`config.mk`:
```
export PLATFORM = sky130hd
export DESIGN_NAME = dda_grid_ray_stepper_top
export DESIGN_NICKNAME = d
export VERILOG_FILES = /design/src/rtl/dgrs_pkg.sv /design/src/rtl/dda_grid_ray_stepper_top.sv /design/src/rtl/dgrs_fifo.sv /design/src/rtl/dgrs_front.sv /design/src/rtl/dgrs_back.sv
export SDC_FILE = /design/constraint.sdc
export NUM_CORES = 2
export LEC_CHECK = 0
export ABC_CLOCK_PERIOD_IN_PS = 9390
export BUFFER_PORTS_ARGS = -buffer_cell sky130_fd_sc_hd__buf_2
export CAP_MARGIN = 30
export CELL_PAD_IN_SITES_DETAIL_PLACEMENT = 1
export CELL_PAD_IN_SITES_GLOBAL_PLACEMENT = 1
export CORE_UTILIZATION = 50
export CTS_CLUSTER_SIZE = 25
export DETAILED_ROUTE_END_ITERATION = 12
export GPL_TIMING_DRIVEN = 0
export PLACE_DENSITY_LB_ADDON = 0.3
export REMOVE_ABC_BUFFERS = 1
export SLEW_MARGIN = 5
export SYNTH_ARGS = -nofsm -noshare
export SYNTH_HDL_FRONTEND = slang
export SYNTH_SLANG_ARGS = --single-unit
```
`constraint.sdc`:
```
create_clock -name i_clk -period 9.39 [get_ports i_clk]
set_clock_uncertainty 0.1 [all_clocks]
set_input_delay 0.4695 -clock i_clk [delete_from_list [all_inputs] [get_ports i_clk]]
set_output_delay 0.4695 -clock i_clk [all_outputs]
set_load 0.01 [all_outputs]
```
`src/rtl/dgrs_pkg.sv`:
```
// shared constants and types of the grid ray stepper
package dgrs_pkg;

    localparam int CELL_BITS = 8;
    localparam int FRAC_BITS = 16;
    localparam int POS_W     = 24;
    localparam int DELTA_W   = 24;
    localparam int DIST_W    = 32;
    localparam int OFF_W     = POS_W + 1;
    localparam int PROD_W    = OFF_W + DELTA_W;

    typedef enum logic {
        FUNC_START = 1'b0,
        FUNC_STEP  = 1'b1
    } t_func;

    typedef enum logic {
        SIDE_X = 1'b0,
        SIDE_Y = 1'b1
    } t_side;

    typedef struct packed {
        t_func                func;
        logic [CELL_BITS-1:0] cell_x;
        logic [CELL_BITS-1:0] cell_y;
        logic                 neg_x;
        logic                 neg_y;
        logic [DELTA_W-1:0]   delta_x;
        logic [DELTA_W-1:0]   delta_y;
        logic [DIST_W-1:0]    side_x;
        logic [DIST_W-1:0]    side_y;
    } t_cmd;

    typedef struct packed {
        logic [CELL_BITS-1:0] cell_x;
        logic [CELL_BITS-1:0] cell_y;
        t_side                side;
        logic [DIST_W-1:0]    wall;
        logic                 left_map;
    } t_res;

endpackage

```
`src/rtl/dda_grid_ray_stepper_top.sv`:
```
// top level of the grid ray stepper: front end, command queue and back end
//
//  channel  handshake        payload
//  input    i_push / o_full  i_func, i_pos_x/y, i_start_cell_x/y, i_dir_x/y_negative,
//                            i_delta_x/y
//  result   o_empty / i_pop  o_cell_x/y, o_crossed_side, o_perp_dist, o_left_map
//
//  one word per cycle sustained while the result side pops; a word is registered in the input
//  stage, then passes the multiply into the queue and the step into the output register
//  the rate is set by the back end's single compare and saturating add per cycle
//  synchronous reset clears the queue, the ray state and the output valid flag
//  a stalled result side fills the queue; full rises once it and the input stage are full
module dda_grid_ray_stepper_top #(
    parameter int Q_DEPTH = 4
) (
    input  logic                           i_clk,
    input  logic                           i_rst_n,
    input  logic                           i_push,
    output logic                           o_full,
    input  logic                           i_func,
    input  logic [dgrs_pkg::POS_W-1:0]     i_pos_x,
    input  logic [dgrs_pkg::POS_W-1:0]     i_pos_y,
    input  logic [dgrs_pkg::CELL_BITS-1:0] i_start_cell_x,
    input  logic [dgrs_pkg::CELL_BITS-1:0] i_start_cell_y,
    input  logic                           i_dir_x_negative,
    input  logic                           i_dir_y_negative,
    input  logic [dgrs_pkg::DELTA_W-1:0]   i_delta_x,
    input  logic [dgrs_pkg::DELTA_W-1:0]   i_delta_y,
    output logic                           o_empty,
    input  logic                           i_pop,
    output logic [dgrs_pkg::CELL_BITS-1:0] o_cell_x,
    output logic [dgrs_pkg::CELL_BITS-1:0] o_cell_y,
    output logic                           o_crossed_side,
    output logic [dgrs_pkg::DIST_W-1:0]    o_perp_dist,
    output logic                           o_left_map
);

    localparam int CMD_W = $bits(dgrs_pkg::t_cmd);

    dgrs_pkg::t_cmd front_cmd;
    dgrs_pkg::t_cmd q_cmd;
    logic           front_push;
    logic           q_full;
    logic           q_empty;
    logic           back_pop;
    dgrs_pkg::t_res res;
    logic           res_valid;

    dgrs_front u_front (
        .i_clk            (i_clk),
        .i_rst_n          (i_rst_n),
        .i_push           (i_push),
        .o_full           (o_full),
        .i_func           (i_func),
        .i_pos_x          (i_pos_x),
        .i_pos_y          (i_pos_y),
        .i_start_cell_x   (i_start_cell_x),
        .i_start_cell_y   (i_start_cell_y),
        .i_dir_x_negative (i_dir_x_negative),
        .i_dir_y_negative (i_dir_y_negative),
        .i_delta_x        (i_delta_x),
        .i_delta_y        (i_delta_y),
        .o_cmd_push       (front_push),
        .o_cmd            (front_cmd),
        .i_cmd_full       (q_full)
    );

    dgrs_fifo #(
        .W     (CMD_W),
        .DEPTH (Q_DEPTH)
    ) u_queue (
        .i_clk   (i_clk),
        .i_rst_n (i_rst_n),
        .i_push  (front_push),
        .i_data  (front_cmd),
        .o_full  (q_full),
        .i_pop   (back_pop),
        .o_data  (q_cmd),
        .o_empty (q_empty)
    );

    dgrs_back u_back (
        .i_clk       (i_clk),
        .i_rst_n     (i_rst_n),
        .i_cmd       (q_cmd),
        .i_cmd_empty (q_empty),
        .o_cmd_pop   (back_pop),
        .i_pop       (i_pop),
        .o_res       (res),
        .o_res_valid (res_valid)
    );

    assign o_empty        = !res_valid;
    assign o_cell_x       = res.cell_x;
    assign o_cell_y       = res.cell_y;
    assign o_crossed_side = res.side;
    assign o_perp_dist    = res.wall;
    assign o_left_map     = res.left_map;

endmodule

```
`src/rtl/dgrs_fifo.sv`:
```
// small first-in first-out queue between the front and the back
module dgrs_fifo #(
    parameter int W     = 8,
    parameter int DEPTH = 4
) (
    input  logic         i_clk,
    input  logic         i_rst_n,
    input  logic         i_push,
    input  logic [W-1:0] i_data,
    output logic         o_full,
    input  logic         i_pop,
    output logic [W-1:0] o_data,
    output logic         o_empty
);

    localparam int AW = (DEPTH > 1) ? $clog2(DEPTH) : 1;
    localparam int CW = $clog2(DEPTH + 1);

    logic [W-1:0]  r_mem [DEPTH];
    logic [AW-1:0] r_wr_ptr, n_wr_ptr;
    logic [AW-1:0] r_rd_ptr, n_rd_ptr;
    logic [CW-1:0] r_count, n_count;
    logic          do_push;
    logic          do_pop;

    assign o_full  = (r_count == CW'(DEPTH));
    assign o_empty = (r_count == '0);
    assign do_push = i_push && !o_full;
    assign do_pop  = i_pop && !o_empty;
    assign o_data  = r_mem[r_rd_ptr];

    always_comb begin
        n_wr_ptr = r_wr_ptr;
        n_rd_ptr = r_rd_ptr;
        n_count  = r_count;
        if (do_push) begin
            n_wr_ptr = (r_wr_ptr == AW'(DEPTH - 1)) ? '0 : r_wr_ptr + AW'(1);
        end
        if (do_pop) begin
            n_rd_ptr = (r_rd_ptr == AW'(DEPTH - 1)) ? '0 : r_rd_ptr + AW'(1);
        end
        if (do_push && !do_pop) begin
            n_count = r_count + CW'(1);
        end else if (do_pop && !do_push) begin
            n_count = r_count - CW'(1);
        end
    end

    always_ff @(posedge i_clk) begin
        if (!i_rst_n) begin
            r_wr_ptr <= '0;
            r_rd_ptr <= '0;
            r_count  <= '0;
        end else begin
            r_wr_ptr <= n_wr_ptr;
            r_rd_ptr <= n_rd_ptr;
            r_count  <= n_count;
        end
    end

    always_ff @(posedge i_clk) begin
        if (do_push) begin
            r_mem[r_wr_ptr] <= i_data;
        end
    end

endmodule

```
`src/rtl/dgrs_front.sv`:
```
// front end: accepts words, computes initial side distances for start words
module dgrs_front (
    input  logic                           i_clk,
    input  logic                           i_rst_n,
    input  logic                           i_push,
    output logic                           o_full,
    input  logic                           i_func,
    input  logic [dgrs_pkg::POS_W-1:0]     i_pos_x,
    input  logic [dgrs_pkg::POS_W-1:0]     i_pos_y,
    input  logic [dgrs_pkg::CELL_BITS-1:0] i_start_cell_x,
    input  logic [dgrs_pkg::CELL_BITS-1:0] i_start_cell_y,
    input  logic                           i_dir_x_negative,
    input  logic                           i_dir_y_negative,
    input  logic [dgrs_pkg::DELTA_W-1:0]   i_delta_x,
    input  logic [dgrs_pkg::DELTA_W-1:0]   i_delta_y,
    output logic                           o_cmd_push,
    output dgrs_pkg::t_cmd                 o_cmd,
    input  logic                           i_cmd_full
);

    localparam int SH_W = dgrs_pkg::PROD_W - dgrs_pkg::FRAC_BITS;

    function automatic logic [dgrs_pkg::OFF_W-1:0] boundary_offset(
        input logic [dgrs_pkg::POS_W-1:0]     pos,
        input logic [dgrs_pkg::CELL_BITS-1:0] grid,
        input logic                           neg
    );
        logic [dgrs_pkg::OFF_W-1:0] p;
        logic [dgrs_pkg::OFF_W-1:0] lo;
        logic [dgrs_pkg::OFF_W-1:0] hi;
        logic [dgrs_pkg::OFF_W-1:0] res;
        p   = dgrs_pkg::OFF_W'(pos);
        lo  = dgrs_pkg::OFF_W'({grid, {dgrs_pkg::FRAC_BITS{1'b0}}});
        hi  = lo + (dgrs_pkg::OFF_W'(1) << dgrs_pkg::FRAC_BITS);
        if (neg) begin
            res = (p >= lo) ? p - lo : '0;
        end else begin
            res = (hi >= p) ? hi - p : '0;
        end
        return res;
    endfunction

    function automatic logic [dgrs_pkg::DIST_W-1:0] sat_mul(
        input logic [dgrs_pkg::OFF_W-1:0]   off,
        input logic [dgrs_pkg::DELTA_W-1:0] delta
    );
        logic [dgrs_pkg::PROD_W-1:0] prod;
        logic [SH_W-1:0]             sh;
        prod = dgrs_pkg::PROD_W'(off) * dgrs_pkg::PROD_W'(delta);
        sh   = prod[dgrs_pkg::PROD_W-1:dgrs_pkg::FRAC_BITS];
        return (|sh[SH_W-1:dgrs_pkg::DIST_W]) ? '1 : sh[dgrs_pkg::DIST_W-1:0];
    endfunction

    logic                           r_valid, n_valid;
    dgrs_pkg::t_func                r_func;
    logic [dgrs_pkg::OFF_W-1:0]     r_off_x;
    logic [dgrs_pkg::OFF_W-1:0]     r_off_y;
    logic [dgrs_pkg::CELL_BITS-1:0] r_cell_x;
    logic [dgrs_pkg::CELL_BITS-1:0] r_cell_y;
    logic                           r_neg_x;
    logic                           r_neg_y;
    logic [dgrs_pkg::DELTA_W-1:0]   r_delta_x;
    logic [dgrs_pkg::DELTA_W-1:0]   r_delta_y;
    logic                           advance;
    logic                           accept;

    assign advance    = r_valid && !i_cmd_full;
    assign o_full     = r_valid && i_cmd_full;
    assign accept     = i_push && !o_full;
    assign o_cmd_push = advance;

    always_comb begin
        n_valid = r_valid;
        if (accept) begin
            n_valid = 1'b1;
        end else if (advance) begin
            n_valid = 1'b0;
        end
    end

    always_ff @(posedge i_clk) begin
        if (!i_rst_n) begin
            r_valid <= 1'b0;
        end else begin
            r_valid <= n_valid;
        end
    end

    always_ff @(posedge i_clk) begin
        if (accept) begin
            r_func    <= dgrs_pkg::t_func'(i_func);
            r_off_x   <= boundary_offset(i_pos_x, i_start_cell_x, i_dir_x_negative);
            r_off_y   <= boundary_offset(i_pos_y, i_start_cell_y, i_dir_y_negative);
            r_cell_x  <= i_start_cell_x;
            r_cell_y  <= i_start_cell_y;
            r_neg_x   <= i_dir_x_negative;
            r_neg_y   <= i_dir_y_negative;
            r_delta_x <= i_delta_x;
            r_delta_y <= i_delta_y;
        end
    end

    always_comb begin
        o_cmd.func    = r_func;
        o_cmd.cell_x  = r_cell_x;
        o_cmd.cell_y  = r_cell_y;
        o_cmd.neg_x   = r_neg_x;
        o_cmd.neg_y   = r_neg_y;
        o_cmd.delta_x = r_delta_x;
        o_cmd.delta_y = r_delta_y;
        o_cmd.side_x  = sat_mul(r_off_x, r_delta_x);
        o_cmd.side_y  = sat_mul(r_off_y, r_delta_y);
    end

endmodule

```
`src/rtl/dgrs_back.sv`:
```
// back end: holds the ray state, loads it on a start word, takes one grid step per step word, registers the result
module dgrs_back (
    input  logic           i_clk,
    input  logic           i_rst_n,
    input  dgrs_pkg::t_cmd i_cmd,
    input  logic           i_cmd_empty,
    output logic           o_cmd_pop,
    input  logic           i_pop,
    output dgrs_pkg::t_res o_res,
    output logic           o_res_valid
);

    logic [dgrs_pkg::DIST_W-1:0]    r_side_x, n_side_x;
    logic [dgrs_pkg::DIST_W-1:0]    r_side_y, n_side_y;
    logic [dgrs_pkg::DELTA_W-1:0]   r_delta_x, n_delta_x;
    logic [dgrs_pkg::DELTA_W-1:0]   r_delta_y, n_delta_y;
    logic [dgrs_pkg::CELL_BITS-1:0] r_cell_x, n_cell_x;
    logic [dgrs_pkg::CELL_BITS-1:0] r_cell_y, n_cell_y;
    logic                           r_neg_x, n_neg_x;
    logic                           r_neg_y, n_neg_y;
    logic                           r_out_valid, n_out_valid;
    dgrs_pkg::t_res                 r_res, n_res;
    logic                           take;
    logic [dgrs_pkg::DIST_W:0]      sum_x;
    logic [dgrs_pkg::DIST_W:0]      sum_y;

    assign take        = !i_cmd_empty && (!r_out_valid || i_pop);
    assign o_cmd_pop   = take;
    assign o_res       = r_res;
    assign o_res_valid = r_out_valid;

    assign sum_x = {1'b0, r_side_x} + (dgrs_pkg::DIST_W + 1)'(r_delta_x);
    assign sum_y = {1'b0, r_side_y} + (dgrs_pkg::DIST_W + 1)'(r_delta_y);

    always_comb begin
        n_side_x    = r_side_x;
        n_side_y    = r_side_y;
        n_delta_x   = r_delta_x;
        n_delta_y   = r_delta_y;
        n_cell_x    = r_cell_x;
        n_cell_y    = r_cell_y;
        n_neg_x     = r_neg_x;
        n_neg_y     = r_neg_y;
        n_res       = r_res;
        n_out_valid = r_out_valid;
        if (i_pop) begin
            n_out_valid = 1'b0;
        end
        if (take) begin
            n_out_valid    = 1'b1;
            n_res.wall     = '0;
            n_res.left_map = 1'b0;
            n_res.side     = dgrs_pkg::SIDE_X;
            if (i_cmd.func == dgrs_pkg::FUNC_START) begin
                n_side_x  = i_cmd.side_x;
                n_side_y  = i_cmd.side_y;
                n_delta_x = i_cmd.delta_x;
                n_delta_y = i_cmd.delta_y;
                n_cell_x  = i_cmd.cell_x;
                n_cell_y  = i_cmd.cell_y;
                n_neg_x   = i_cmd.neg_x;
                n_neg_y   = i_cmd.neg_y;
            end else if (r_side_x < r_side_y) begin
                n_res.wall = r_side_x;
                n_side_x   = sum_x[dgrs_pkg::DIST_W] ? '1 : sum_x[dgrs_pkg::DIST_W-1:0];
                if (r_neg_x) begin
                    if (r_cell_x == '0) begin
                        n_res.left_map = 1'b1;
                    end else begin
                        n_cell_x = r_cell_x - dgrs_pkg::CELL_BITS'(1);
                    end
                end else begin
                    if (r_cell_x == '1) begin
                        n_res.left_map = 1'b1;
                    end else begin
                        n_cell_x = r_cell_x + dgrs_pkg::CELL_BITS'(1);
                    end
                end
            end else begin
                n_res.wall = r_side_y;
                n_res.side = dgrs_pkg::SIDE_Y;
                n_side_y   = sum_y[dgrs_pkg::DIST_W] ? '1 : sum_y[dgrs_pkg::DIST_W-1:0];
                if (r_neg_y) begin
                    if (r_cell_y == '0) begin
                        n_res.left_map = 1'b1;
                    end else begin
                        n_cell_y = r_cell_y - dgrs_pkg::CELL_BITS'(1);
                    end
                end else begin
                    if (r_cell_y == '1) begin
                        n_res.left_map = 1'b1;
                    end else begin
                        n_cell_y = r_cell_y + dgrs_pkg::CELL_BITS'(1);
                    end
                end
            end
            n_res.cell_x = n_cell_x;
            n_res.cell_y = n_cell_y;
        end
    end

    always_ff @(posedge i_clk) begin
        if (!i_rst_n) begin
            r_side_x    <= '0;
            r_side_y    <= '0;
            r_delta_x   <= '0;
            r_delta_y   <= '0;
            r_cell_x    <= '0;
            r_cell_y    <= '0;
            r_neg_x     <= 1'b0;
            r_neg_y     <= 1'b0;
            r_out_valid <= 1'b0;
        end else begin
            r_side_x    <= n_side_x;
            r_side_y    <= n_side_y;
            r_delta_x   <= n_delta_x;
            r_delta_y   <= n_delta_y;
            r_cell_x    <= n_cell_x;
            r_cell_y    <= n_cell_y;
            r_neg_x     <= n_neg_x;
            r_neg_y     <= n_neg_y;
            r_out_valid <= n_out_valid;
        end
    end

    always_ff @(posedge i_clk) begin
        r_res <= n_res;
    end

endmodule

```
==> tab_implementation.tex <==
\begin{tabular}{lr}
\hline
Metric & Value \\
\hline
\multicolumn{2}{l}{\textbf{Final layout}} \\
Finished layout cell area & 84700 µm² \\
Leading cell type in the layout, fill and taps excluded & sky130\_fd\_sc\_hd\_\_inv\_1 \\
Cell Count, Final, Fillers Out & slightly above 9000 \\
Final layout net count & 8841 \\
Area Growth Syn to Fin & 12.6\% \\
Post-layout util & 0.570 \\
Ratio of cells with drive above 1 in the final layout & 0.0888 \\
Most frequent cells in the layout & sky130\_fd\_sc\_hd\_\_inv\_1 (1266), sky130\_fd\_sc\_hd\_\_fa\_1 (1011), sky130\_fd\_sc\_hd\_\_nand2\_1 (969) \\
\multicolumn{2}{l}{\textbf{Outcome}} \\
Status & finished clean \\
\multicolumn{2}{l}{\textbf{Worst hold path}} \\
Classification of the worst-slack hold path & in2reg \\
Worst Hold Depth & 2 \\
\multicolumn{2}{l}{\textbf{Floorplan}} \\
Initial cell density of the core & 0.507 \\
Overall die height & 390 µm \\
Width of the die & between 300 and 400 µm \\
Floorplan row count & 141 \\
Die Footprint & 152000 µm² \\
Number of I/O pins & around 170 \\
Core area & 149000 µm² \\
\multicolumn{2}{l}{\textbf{Placed design}} \\
HPWL Detailed & 172000 µm \\
Number of port buffers & 170 \\
Cell count after placement & roughly 9000 \\
Routability Congestion & 0.896 \\
Total placed instance area & 80600 µm² \\
\multicolumn{2}{l}{\textbf{Route}} \\
DRC & 0 \\
Number of detailed-routing iterations run before antenna repair & 5 \\
Routed wire length & about 220000 µm \\
Average wire per cell in the routed design & 24.0 µm \\
Detailed-route via count & $\sim$53000 \\
Vias per Instance & 5.74 \\
Remaining number of nets flagged by the antenna check after routing & 0 \\
Violation count after the first detailed-route iteration & 4023 \\
\multicolumn{2}{l}{\textbf{Logic synthesis}} \\
Synthesized netlist cell count & 7090 \\
Post-synthesis cell area & about 75000 µm² \\
Mean post-synth cell area & 10.6 µm² \\
Yosys warnings & 0 \\
Synth Register Bits & around 830 \\
Seq/Total Area, Yosys & 0.313 \\
EDFF count, synth & a little under 700 \\
Share of flip-flops with an asynchronous set or reset after synthesis & 0 \\
Synth Flop Type & sky130\_fd\_sc\_hd\_\_edfxtp\_1 \\
Distinct cells, synth & 85 \\
\multicolumn{2}{l}{\textbf{STA}} \\
Setup-failing EPs final & 0 \\
RSZ-0062 raised after global routing & false \\
Worst Hold Margin & 0.0474 ns \\
Shortest period the worst path allows & 9.20 ns \\
Final count of pins violating max slew & 0 \\
Max\_slew headroom & 0.314 \\
Hold Vio Cnt, Final & 0 \\
Final period utilization & 0.980 \\
Worst Max-Slew Pin Slew & 1.03 ns \\
Maximum clock frequency & roughly 110 MHz \\
\multicolumn{2}{l}{\textbf{Clock network}} \\
Clock transition time at the flip-flop clock pins of the worst setup and hold paths & 0.06 ns \\
Clock tree from TritonCTS & built \\
Number of clock sinks seen by CTS & 832 \\
Worst-case clock buffer depth & 3 \\
Number of H-tree levels & 3 \\
CTS buffer count & 93 \\
Clock tree root driver cell & sky130\_fd\_sc\_hd\_\_clkbuf\_16 \\
Latest clock arrival within the worst-skew pair & 0.72 ns \\
\multicolumn{2}{l}{\textbf{Worst setup path}} \\
Req. time, crit path & 9.68 ns \\
Critical path start-end classification & reg2reg \\
Arrival time worst endpoint & roughly 9.5 ns \\
Worst Setup End Kind & flop \\
Element type at the critical path start & flop \\
Count of cells along the worst register-to-register path & 26 \\
Maximum net fanout on the critical path & 16 \\
\multicolumn{2}{l}{\textbf{Flow run}} \\
Max Cap Viol & 0 \\
\multicolumn{2}{l}{\textbf{Global route}} \\
Largest net degree at the start of global routing & 75 \\
GR Util All Layers & 0.300 \\
Aggregate global routing overflow & 0 \\
Initial antenna violation count & 4 \\
Number of global-route vias before repair & roughly 61000 \\
Wire length of the first global-routing pass & 350000 µm \\
\hline
\end{tabular}
==> path summary, 6_finish.rpt <==
path / end / slack, ns / from
setup reg to reg: u_queue.r_mem[2][38] / 0.19 / u_front.r_off_x[6]
setup / recovery: u_queue.r_mem[2][38] / 0.19 / u_front.r_off_x[6]
hold / removal: u_front.r_off_y[15] / 0.05 / i_pos_y[15]
hold reg to reg: u_back.r_delta_y[12] / 0.37 / u_back.r_delta_y[12]
==> flip-flops by register name, indices dropped and copies added, names as in the netlist, 24 cells and up, named ones only <==
register,flops
u_back.o_res,50
u_back.r_delta_x,24
u_back.r_delta_y,24
u_back.r_side_x,32
u_back.r_side_y,32
u_front.r_delta_x,24
u_front.r_delta_y,24
u_front.r_off_x,25
u_front.r_off_y,25
u_queue.r_mem,524
==> Yosys cell counts (all sizes together) (99+ instances only) <==
library cell | number | area (µm²)
inv | 1268 | 4760
fa | 1011 | 20200
nand2 | 970 | 3640
edfxtp | 691 | 20700
and2 | 592 | 3700
ha | 469 | 5870
clkbuf | 318 | 1190
a21oi | 256 | 1280
nor2 | 227 | 855
o21ai | 149 | 746
dfxtp | 141 | 2820
mux4 | 130 | 2930
xnor2 | 99 | 867
==> stage by stage <==
step | TNS, ns | worst slack [ns]
4_1_cts | 0 | 0.0786
3_5_place_dp | -8.95 | -0.211
2_1_floorplan | -301.84 | -3.05
3_3_place_gp | -1981.21 | -11.28
6_report | 0 | 0.187
5_1_grt | 0 | 0.00571
==> cell type report <==
type	count	area, µm²
fill	15707	63800
multi-input combinational	4641	45700
sequential	832	23600
timing repair buffer	406	5140
inverter	1268	4760
tap	2002	2500
clock buffer	118	2490
clock inverter	51	534
antenna	3	7.51
==> critical path: stages, from the launching register on <==
cell	delay [ns]
sky130_fd_sc_hd__edfxtp_1	0.77
sky130_fd_sc_hd__buf_8	0.32
sky130_fd_sc_hd__and2_1	0.17
sky130_fd_sc_hd__fa_1	0.40
sky130_fd_sc_hd__fa_1	0.59
sky130_fd_sc_hd__inv_1	0.08
sky130_fd_sc_hd__fa_1	0.48
sky130_fd_sc_hd__inv_1	0.05
sky130_fd_sc_hd__fa_1	0.40
sky130_fd_sc_hd__fa_1	0.48
sky130_fd_sc_hd__fa_1	0.55
sky130_fd_sc_hd__inv_1	0.05
sky130_fd_sc_hd__fa_1	0.48
sky130_fd_sc_hd__inv_1	0.05
sky130_fd_sc_hd__ha_1	0.32
sky130_fd_sc_hd__nand2_1	0.11
sky130_fd_sc_hd__o31ai_2	0.41
sky130_fd_sc_hd__nand4_1	0.42
sky130_fd_sc_hd__a211oi_2	0.51
sky130_fd_sc_hd__o211ai_1	0.21
sky130_fd_sc_hd__a21oi_1	0.42
sky130_fd_sc_hd__o21ai_1	0.25
sky130_fd_sc_hd__o21bai_1	0.30
sky130_fd_sc_hd__xnor2_2	0.25
sky130_fd_sc_hd__buf_6	0.24
sky130_fd_sc_hd__buf_6	0.22
sky130_fd_sc_hd__nand2_1	0.19
==> timing repair <==
item                                    in CTS  in global routing
hold buffers                                78                  0
hold endpoints to repair                    78                  0
pin swaps                                    0                  0
gates resized for setup                      2                  1
setup buffers                                2                 19
endpoints found under the setup margin     103                 61
==> layer usage <==
metal | vias up | track usage | share of wire
met3 | 370 | 0.0438 | 0.064
met1 | 28256 | 0.406 | 0.42
li1 | 23093 | - | -
met5 | - | 0 | 0
met4 | 0 | 0.0781 | 0.024
met2 | 1766 | 0.507 | 0.49
==> cell families (layout without fill, tap and decap cells) <==
kind of cell	after synthesis	in the layout	share of synthesized area
AOI/OAI and AO/OA	774	774	0.0651
xor gates and xnor gates	166	166	0.0193
adders and majority gates	1480	1480	0.347
buffers and inverters	1617	1843	0.0812
DFF	832	832	0.313
muxes	168	168	0.0440
other	0	3	0
and+or+nand+nor	2053	2053	0.130
Power is not shown: default switching activity piles up to over one toggle a cycle in this logic, so the estimate is an artifact.
